`src/rtl/lpg_pkg.sv`:
```
`timescale 1ns / 1ps

package lpg_pkg;

    typedef enum logic {
        MODE_LOAD = 1'b0,
        MODE_STEP = 1'b1
    } t_mode;

endpackage

```
`src/rtl/lpg_cmd_if.sv`:
```
`timescale 1ns / 1ps

interface lpg_cmd_if #(
    parameter int COORD_BITS = 12
);
    logic                         valid;
    logic                         ready;
    lpg_pkg::t_mode               mode;
    logic signed [COORD_BITS-1:0] start_x;
    logic signed [COORD_BITS-1:0] start_y;
    logic signed [COORD_BITS-1:0] end_x;
    logic signed [COORD_BITS-1:0] end_y;

    modport source (output valid, mode, start_x, start_y, end_x, end_y, input ready);
    modport sink   (input valid, mode, start_x, start_y, end_x, end_y, output ready);
endinterface

```
`src/rtl/lpg_pix_if.sv`:
```
`timescale 1ns / 1ps

interface lpg_pix_if #(
    parameter int COORD_BITS = 12
);
    logic                         valid;
    logic                         ready;
    logic signed [COORD_BITS-1:0] pixel_x;
    logic signed [COORD_BITS-1:0] pixel_y;
    logic                         last_pixel;

    modport source (output valid, pixel_x, pixel_y, last_pixel, input ready);
    modport sink   (input valid, pixel_x, pixel_y, last_pixel, output ready);
endinterface

```
`src/rtl/line_pixel_generator.sv`:
```
`timescale 1ns / 1ps

// Channel  Direction  Word
// i_cmd    in         mode, start_x, start_y, end_x, end_y (load or step)
// o_pix    out        pixel_x, pixel_y, last_pixel
//
// One word per clock each way unless o_pix stalls; a step word reaches o_pix
// through the command register, then the pixel register.
// A load word or a step with no active line is consumed and emits nothing.
// Reset clears the line state; no line is active afterwards.
// A stalled o_pix holds the command register and then i_cmd.ready, except
// that loads and idle steps still drain.
module line_pixel_generator #(
    parameter int COORD_BITS = 12
) (
    input  logic       i_clk,
    input  logic       i_rst_n,
    lpg_cmd_if.sink    i_cmd,
    lpg_pix_if.source  o_pix
);
    import lpg_pkg::*;

    localparam int EW = COORD_BITS + 3;
    localparam int DW = COORD_BITS + 1;

    typedef logic signed [COORD_BITS-1:0] t_coord;
    typedef logic signed [EW-1:0]         t_err;
    typedef logic signed [DW-1:0]         t_diff;

    logic   r_in_valid;
    t_mode  r_in_mode;
    t_coord r_in_sx;
    t_coord r_in_sy;
    t_coord r_in_ex;
    t_coord r_in_ey;

    t_coord r_cur_x;
    t_coord r_cur_y;
    t_coord r_major_end;
    t_err   r_err;
    t_err   r_inc_str;
    t_err   r_inc_diag;
    logic   r_minor_neg;
    logic   r_y_major;
    logic   r_active;

    logic   r_out_valid;
    t_coord r_pix_x;
    t_coord r_pix_y;
    logic   r_pix_last;

    logic   out_free;
    logic   proc_fire;
    logic   emit;
    logic   is_load;

    t_diff  dx;
    t_diff  dy;
    t_diff  neg_dx;
    t_diff  neg_dy;
    logic [COORD_BITS-1:0] adx;
    logic [COORD_BITS-1:0] ady;
    logic   ld_y_major;
    t_diff  dm;
    t_diff  dn;
    logic   ld_swap;
    logic   ld_minor_neg;
    logic [COORD_BITS-1:0] dmaj;
    logic [COORD_BITS-1:0] dmin;
    t_err   ld_inc_str;
    t_err   ld_inc_diag;
    t_err   ld_err;
    t_coord ld_cur_x;
    t_coord ld_cur_y;
    t_coord ld_major_end;

    t_coord maj;
    t_coord mnr;
    logic   last;
    logic   go_diag;
    t_coord n_maj;
    t_coord n_mnr;
    t_err   n_err;

    always_comb begin
        unique case (r_in_mode)
            MODE_LOAD: is_load = 1'b1;
            MODE_STEP: is_load = 1'b0;
            default:   is_load = 1'b0;
        endcase
    end

    assign out_free    = !r_out_valid || o_pix.ready;
    assign proc_fire   = r_in_valid && (is_load || !r_active || out_free);
    assign emit        = r_in_valid && !is_load && r_active && out_free;
    assign i_cmd.ready = !r_in_valid || proc_fire;

    // Load setup
    assign dx     = t_diff'({r_in_ex[COORD_BITS-1], r_in_ex})
                  - t_diff'({r_in_sx[COORD_BITS-1], r_in_sx});
    assign dy     = t_diff'({r_in_ey[COORD_BITS-1], r_in_ey})
                  - t_diff'({r_in_sy[COORD_BITS-1], r_in_sy});
    assign neg_dx = -dx;
    assign neg_dy = -dy;
    assign adx    = dx[DW-1] ? neg_dx[COORD_BITS-1:0] : dx[COORD_BITS-1:0];
    assign ady    = dy[DW-1] ? neg_dy[COORD_BITS-1:0] : dy[COORD_BITS-1:0];

    assign ld_y_major   = ady > adx;
    assign dm           = ld_y_major ? dy : dx;
    assign dn           = ld_y_major ? dx : dy;
    assign ld_swap      = dm[DW-1];
    assign ld_minor_neg = (dn != '0) && (dn[DW-1] != ld_swap);
    assign dmaj         = ld_y_major ? ady : adx;
    assign dmin         = ld_y_major ? adx : ady;

    assign ld_inc_str   = t_err'({2'b00, dmin, 1'b0});
    assign ld_inc_diag  = ld_inc_str - t_err'({2'b00, dmaj, 1'b0});
    assign ld_err       = ld_inc_str - t_err'({3'b000, dmaj});
    assign ld_cur_x     = ld_swap ? r_in_ex : r_in_sx;
    assign ld_cur_y     = ld_swap ? r_in_ey : r_in_sy;
    assign ld_major_end = ld_y_major ? (ld_swap ? r_in_sy : r_in_ey)
                                     : (ld_swap ? r_in_sx : r_in_ex);

    // Step
    assign maj     = r_y_major ? r_cur_y : r_cur_x;
    assign mnr     = r_y_major ? r_cur_x : r_cur_y;
    assign last    = maj >= r_major_end;
    assign go_diag = r_err > t_err'(0);
    assign n_maj   = maj + t_coord'(1);
    assign n_mnr   = !go_diag ? mnr : (r_minor_neg ? mnr - t_coord'(1) : mnr + t_coord'(1));
    assign n_err   = r_err + (go_diag ? r_inc_diag : r_inc_str);

    always_ff @(posedge i_clk) begin
        if (!i_rst_n) begin
            r_in_valid <= 1'b0;
        end else if (i_cmd.ready) begin
            r_in_valid <= i_cmd.valid;
        end
        if (i_cmd.ready && i_cmd.valid) begin
            r_in_mode <= i_cmd.mode;
            r_in_sx   <= i_cmd.start_x;
            r_in_sy   <= i_cmd.start_y;
            r_in_ex   <= i_cmd.end_x;
            r_in_ey   <= i_cmd.end_y;
        end
    end

    always_ff @(posedge i_clk) begin
        if (!i_rst_n) begin
            r_cur_x     <= '0;
            r_cur_y     <= '0;
            r_major_end <= '0;
            r_err       <= '0;
            r_inc_str   <= '0;
            r_inc_diag  <= '0;
            r_minor_neg <= 1'b0;
            r_y_major   <= 1'b0;
            r_active    <= 1'b0;
        end else if (proc_fire && is_load) begin
            r_cur_x     <= ld_cur_x;
            r_cur_y     <= ld_cur_y;
            r_major_end <= ld_major_end;
            r_err       <= ld_err;
            r_inc_str   <= ld_inc_str;
            r_inc_diag  <= ld_inc_diag;
            r_minor_neg <= ld_minor_neg;
            r_y_major   <= ld_y_major;
            r_active    <= 1'b1;
        end else if (emit) begin
            if (last) begin
                r_active <= 1'b0;
            end else begin
                r_err <= n_err;
                if (r_y_major) begin
                    r_cur_y <= n_maj;
                    r_cur_x <= n_mnr;
                end else begin
                    r_cur_x <= n_maj;
                    r_cur_y <= n_mnr;
                end
            end
        end
    end

    always_ff @(posedge i_clk) begin
        if (!i_rst_n) begin
            r_out_valid <= 1'b0;
        end else if (out_free) begin
            r_out_valid <= emit;
        end
        if (emit) begin
            r_pix_x    <= r_cur_x;
            r_pix_y    <= r_cur_y;
            r_pix_last <= last;
        end
    end

    assign o_pix.valid      = r_out_valid;
    assign o_pix.pixel_x    = r_pix_x;
    assign o_pix.pixel_y    = r_pix_y;
    assign o_pix.last_pixel = r_pix_last;

    a_last_ends_line: assert property (@(posedge i_clk) disable iff (!i_rst_n)
        emit && last |=> !r_active && r_out_valid && r_pix_last)
        else $error("line still active after last pixel");

    a_load_starts_line: assert property (@(posedge i_clk) disable iff (!i_rst_n)
        proc_fire && is_load |=> r_active)
        else $error("load did not start a line");

    a_idle_step_silent: assert property (@(posedge i_clk) disable iff (!i_rst_n)
        r_in_valid && !is_load && !r_active && out_free |=> !r_out_valid)
        else $error("step with no line produced a pixel");

    a_pixel_from_cursor: assert property (@(posedge i_clk) disable iff (!i_rst_n)
        emit |=> r_pix_x == $past(r_cur_x) && r_pix_y == $past(r_cur_y))
        else $error("pixel does not match cursor");

endmodule
```
`src/flat_wrapper.sv`:
```
// flat-port wrapper written by rule: the top's interface ports become plain ports
module line_pixel_generator_flat import lpg_pkg::*;
#(
    parameter int COORD_BITS = 12
)
  (i_clk, i_rst_n, i_cmd_valid, i_cmd_mode, i_cmd_start_x, i_cmd_start_y, i_cmd_end_x, i_cmd_end_y, i_cmd_ready, o_pix_valid, o_pix_pixel_x, o_pix_pixel_y, o_pix_last_pixel, o_pix_ready);
  lpg_cmd_if #(.COORD_BITS(COORD_BITS)) i_cmd_i ();
  lpg_pix_if #(.COORD_BITS(COORD_BITS)) o_pix_i ();
  input  logic i_clk;
  input  logic i_rst_n;
  input wire logic [$bits(i_cmd_i.valid)-1:0] i_cmd_valid;
  input wire logic [$bits(i_cmd_i.mode)-1:0] i_cmd_mode;
  input wire logic [$bits(i_cmd_i.start_x)-1:0] i_cmd_start_x;
  input wire logic [$bits(i_cmd_i.start_y)-1:0] i_cmd_start_y;
  input wire logic [$bits(i_cmd_i.end_x)-1:0] i_cmd_end_x;
  input wire logic [$bits(i_cmd_i.end_y)-1:0] i_cmd_end_y;
  output wire logic [$bits(i_cmd_i.ready)-1:0] i_cmd_ready;
  output wire logic [$bits(o_pix_i.valid)-1:0] o_pix_valid;
  output wire logic [$bits(o_pix_i.pixel_x)-1:0] o_pix_pixel_x;
  output wire logic [$bits(o_pix_i.pixel_y)-1:0] o_pix_pixel_y;
  output wire logic [$bits(o_pix_i.last_pixel)-1:0] o_pix_last_pixel;
  input wire logic [$bits(o_pix_i.ready)-1:0] o_pix_ready;
  assign i_cmd_i.valid = i_cmd_valid;
  assign i_cmd_i.mode = i_cmd_mode;
  assign i_cmd_i.start_x = i_cmd_start_x;
  assign i_cmd_i.start_y = i_cmd_start_y;
  assign i_cmd_i.end_x = i_cmd_end_x;
  assign i_cmd_i.end_y = i_cmd_end_y;
  assign i_cmd_ready = i_cmd_i.ready;
  assign o_pix_valid = o_pix_i.valid;
  assign o_pix_pixel_x = o_pix_i.pixel_x;
  assign o_pix_pixel_y = o_pix_i.pixel_y;
  assign o_pix_last_pixel = o_pix_i.last_pixel;
  assign o_pix_i.ready = o_pix_ready;
  line_pixel_generator #(.COORD_BITS(COORD_BITS)) u_core (.i_clk(i_clk), .i_rst_n(i_rst_n), .i_cmd(i_cmd_i), .o_pix(o_pix_i));
endmodule
```
`config.mk`:
```
export PLATFORM = sky130hd
export DESIGN_NAME = line_pixel_generator_flat
export DESIGN_NICKNAME = d
export VERILOG_FILES = /design/src/rtl/lpg_pkg.sv /design/src/rtl/lpg_cmd_if.sv /design/src/rtl/lpg_pix_if.sv /design/src/rtl/line_pixel_generator.sv /design/src/flat_wrapper.sv
export SDC_FILE = /design/constraint.sdc
export NUM_CORES = 1
export LEC_CHECK = 0
export BUFFER_PORTS_ARGS = -buffer_cell sky130_fd_sc_hd__buf_2
export CAP_MARGIN = 5
export CORE_ASPECT_RATIO = 2
export CORE_MARGIN = 3
export CORE_UTILIZATION = 50
export DETAILED_ROUTE_END_ITERATION = 12
export PLACE_DENSITY = 0.73
export SETUP_SLACK_MARGIN = 0.05
export SLEW_MARGIN = 25
export SYNTH_ARGS = -nofsm -noshare
export SYNTH_HDL_FRONTEND = slang
export SYNTH_SLANG_ARGS = --single-unit
```
`constraint.sdc`:
```
create_clock -name i_clk -period 10 [get_ports i_clk]
set_clock_uncertainty 0.1 [all_clocks]
set_input_delay 0 -clock i_clk [delete_from_list [all_inputs] [get_ports i_clk]]
set_output_delay 0 -clock i_clk [all_outputs]
set_load 0.01 [all_outputs]
```
==> reports/results.md <==
| Result | Value | Unit |
|:---|:---|:---|
| Final cell area excluding filler cells | 13,700 | um2 |
| Number of instances in the synthesized netlist | 1,409 | - |
| Dominant delay contributor by cell family on the critical path | compound AO/OA/AOI/OAI gates | - |
| Width of the die | 115 | um |
| Path type of the worst setup path | reg2reg | - |
| Synth Register Bits | 155 | - |
| Final std cells w/o fill | 1,807 | - |
| Via density | 6.08 | - |
| # DRC | 0 | - |
| First-pass iteration count of the detailed router | 5 | - |
| Clock tree from TritonCTS | built | - |
| Clock period minus worst slack | 8540 | ps |
| Final Hold Slack | 159 | ps |
| Area Growth Syn to Fin | 14.9 | % |
| Startpoint of the worst setup timing path | u_core.r_in_sy[0] | - |
| Sum Neg Setup Slack | 0 | ps |
| Sum of buffers and inverters on the critical path | 1 | - |
| Worst Max-Slew Pin Slew | 1020 | ps |
| Kind of launch point of the worst setup path | register | - |
| Post-Synthesis Net Count | 1,548 | - |
| Fraction of synthesized cell area taken by the top area cell type | 0.186 | - |
| Post-synthesis cell area | 11,900 | um2 |
| Via count of the first global-routing pass | 10,700 | - |
| DP Wirelength | 26,100 | um |
| Type of element capturing the critical path | register | - |
| Number of nets in the finished design | 1,650 | - |
| Leading cell types by total area after synthesis | sky130_fd_sc_hd__edfxtp_1, sky130_fd_sc_hd__dfxtp_1, sky130_fd_sc_hd__ha_1 | - |
| Register clock-pin slew on the reported worst setup and hold paths | 60 | ps |
| Number of port buffers | 79 | - |
| Upper clock frequency limit | 117 | MHz |
| DR iter-0 viols | 670 | - |
| DP Area | 12,600 | um2 |
| Synth area leader | sky130_fd_sc_hd__edfxtp_1 | - |
| Count of antenna-violating nets left after detailed routing | 0 | - |
| Vertical die dimension | 225 | um |
| Rows | 79 | - |
| Fraction of layout cells with a size suffix above 1 | 0.135 | - |
| Average detailed-routed wire length per instance | 19.4 | um |
| Number of synthesized flops with an enable pin | 74 | - |
| Total clock buffers created by CTS | 17 | - |
| Largest buffer count on any clock path | 2 | - |
| Total count of max-transition violations in the final report | 0 | - |
| Later-pin clock latency in the skew report | 450 | ps |
| Global-route wire length before repair | 55,400 | um |
| Endpoint required time on the critical path | 10,220 | ps |
| Pwr Total | 4200 | uW |
| Type of the worst min-delay path | in2reg | - |
| Arrival time of data at the critical path endpoint | 8760 | ps |
| Full die area | 25,900 | um2 |
| Post-synthesis sequential area ratio | 0.322 | - |
| Beginning of the worst register-to-register path | u_core.r_in_sy[0] | - |
| Core area | 23,400 | um2 |
| Reported max-cap violation count | 0 | - |
| CTS root buffer | sky130_fd_sc_hd__clkbuf_16 | - |
| Power density over the cells | 306 | nW/um2 |
| Max incr delay on CP | 880 | ps |
| Level count of the clock H-tree | 4 | - |
| Critical Path Fanout Max | 17 | - |
| Yosys cell types | 86 | - |
| CTS Sinks | 155 | - |
| Worst-case register-to-register setup slack | 1460 | ps |
| Synth Flop Type | sky130_fd_sc_hd__dfxtp_1 | - |
| Yosys warning total | 0 | - |
| Status | complete, no violations | - |
| Number of antenna violations at the first check in global routing | 0 | - |
| Via count of the routed design | 11,000 | - |
| N_diodes | 0 | - |
| Starting Density | 0.510 | - |
| Final-layout fill cell count | 1,998 | - |
| Crit path max-delay cell type | sky130_fd_sc_hd__a2111oi_0 | - |
| Maximum VDD drop | 196 | uV |
| Finish-stage setup viols | 0 | - |
| Share of async-settable or async-resettable flops after synthesis | 0 | - |
| Pin count of the biggest net entering global routing | 77 | - |
| Post-Place Cells | 1,721 | - |
| Worst min-delay path startpoint | i_cmd_start_y[11] | - |
| Remaining global-route overflow | 0 | - |
| Avg Inst Size Synth | 8.48 | um2 |
| Placer Congestion | 0.939 | - |
| Worst slew margin | 0.301 | - |
| Fin. Hold Viols | 0 | - |
| All-layer global routing usage | 0.273 | - |
| Total routed wirelength | 35,000 | um |
| Fraction of the cycle the final worst path needs | 0.854 | - |
| I/O pin count | 80 | - |
| Total leakage power | 0.00561 | uW |
| Setup repair after global routing missed its margin | false | - |
==> sequential cells by signal, summed over array words and instances (netlist names), 12 cells and up <==
register	count
u_core.o_pix.pixel_x	12
u_core.o_pix.pixel_y	12
u_core.r_cur_x	12
u_core.r_cur_y	12
u_core.r_err	15
u_core.r_in_ex	12
u_core.r_in_ey	12
u_core.r_in_sx	12
u_core.r_in_sy	12
u_core.r_inc_diag	13
u_core.r_inc_str	12
u_core.r_major_end	12
==> synth_stat cells, types with 15 or more instances <==
library cell               instances
sky130_fd_sc_hd__inv_1            92
sky130_fd_sc_hd__o211ai_1         56
sky130_fd_sc_hd__ha_1             81
sky130_fd_sc_hd__xnor2_1          58
sky130_fd_sc_hd__nand2_1         181
sky130_fd_sc_hd__edfxtp_1         74
sky130_fd_sc_hd__nand3_1          45
sky130_fd_sc_hd__o21bai_1         16
sky130_fd_sc_hd__and2_1           20
sky130_fd_sc_hd__a211oi_1         26
sky130_fd_sc_hd__clkbuf_1         47
sky130_fd_sc_hd__dfxtp_1          81
sky130_fd_sc_hd__a21o_1           21
sky130_fd_sc_hd__nor2_1           97
sky130_fd_sc_hd__mux2_2           31
sky130_fd_sc_hd__xor2_1           22
sky130_fd_sc_hd__nand2b_1         16
sky130_fd_sc_hd__o21a_1           16
sky130_fd_sc_hd__mux2i_1          28
sky130_fd_sc_hd__or3_1            15
sky130_fd_sc_hd__a21oi_1         125
sky130_fd_sc_hd__o21ai_0          57
==> stage by stage <==
stage,setup slack [ps],util
3_5_place_dp,1470,0.537
3_3_place_gp,1660,0.537
4_1_cts,1450,0.586
5_1_grt,808,0.586
2_1_floorplan,2450,-
6_report,1460,0.586
==> worst register-to-register path, delay by kind of cell, from the launching register on <==
family	cells	cell delay (ps)
XOR/XNOR	2	910
flip-flops	1	410
multiplexers	2	410
AND/OR/NAND/NOR	2	250
adder cells (fa/ha/maj)	7	2660
AO/OA/AOI/OAI	14	3610
buffers and inverters	1	70
==> logic make-up (layout without fill, tap and decap cells) <==
family                     Yosys count  count (layout)  synth area share
AOI/OAI and AO/OA                  428             428             0.246
and+or+nand+nor                    436             436             0.168
buffers and inverters              159             274            0.0527
DFF                                155             155             0.322
adders and majority gates           90              90            0.0971
muxes                               59              59            0.0527
xor gates and xnor gates            82              82            0.0623
==> area by class of cell <==
cell class              instances  area, um2  share of cell area
multi-input cells            1095       7520               0.548
clock inverters                14        154              0.0112
flip-flops and latches        155       3840               0.280
inverters                      92        345              0.0251
repair buffers                150       1060              0.0775
well taps                     283        354              0.0258
clock buffers                  18        450              0.0328
==> placed cells by master (no fill, tap or decap), types with 21 or more instances in the layout <==
cell type | synthesis | layout
sky130_fd_sc_hd__edfxtp_1 | 74 | 74
sky130_fd_sc_hd__nand3_1 | 45 | 45
sky130_fd_sc_hd__buf_2 | 8 | 79
sky130_fd_sc_hd__xor2_1 | 22 | 22
sky130_fd_sc_hd__nand2_1 | 181 | 181
sky130_fd_sc_hd__a21o_1 | 21 | 21
sky130_fd_sc_hd__inv_1 | 92 | 91
sky130_fd_sc_hd__o211ai_1 | 56 | 56
sky130_fd_sc_hd__xnor2_1 | 58 | 58
sky130_fd_sc_hd__dfxtp_1 | 81 | 80
sky130_fd_sc_hd__ha_1 | 81 | 81
sky130_fd_sc_hd__o21ai_0 | 57 | 57
sky130_fd_sc_hd__a21oi_1 | 125 | 125
sky130_fd_sc_hd__a211oi_1 | 26 | 26
sky130_fd_sc_hd__mux2_2 | 31 | 31
sky130_fd_sc_hd__mux2i_1 | 28 | 27
sky130_fd_sc_hd__dlygate4sd3_1 | 0 | 53
sky130_fd_sc_hd__nor2_1 | 97 | 97
==> path summary, 6_finish.rpt <==
kind                              end  depth (start not counted)
hold reg to reg   u_core.r_inc_str[7]                          2
hold / removal     u_core.r_in_sy[11]                          2
setup / recovery     u_core.r_err[12]                         28
setup reg to reg     u_core.r_err[12]                         28
==> layer usage <==
layer / GRT usage / vias up / wire (um)
met4: 0.155 / 0 / 1910
li1: - / 5351 / -
met1: 0.310 / 5163 / 13400
met2: 0.483 / 361 / 18400
met5: 0 / - / 0
met3: 0.0334 / 105 / 1350
==> where the power goes <==
part           internal [uW]  switching, uW  leakage, uW  total [uW]
sequential               730           45.2      0.00138         775
combinational           1050           1710      0.00394        2760
clock                    386            280     0.000292         666
==> repair_timing <==
item / CTS / global route
resized for setup: 0 / 0
setup buffers: 0 / 0
hold buffers: 53 / 0
setup endpoints to repair: 0 / 0
endpoints found under the hold margin: 65 / 0
(Power assumes the default switching activity.)
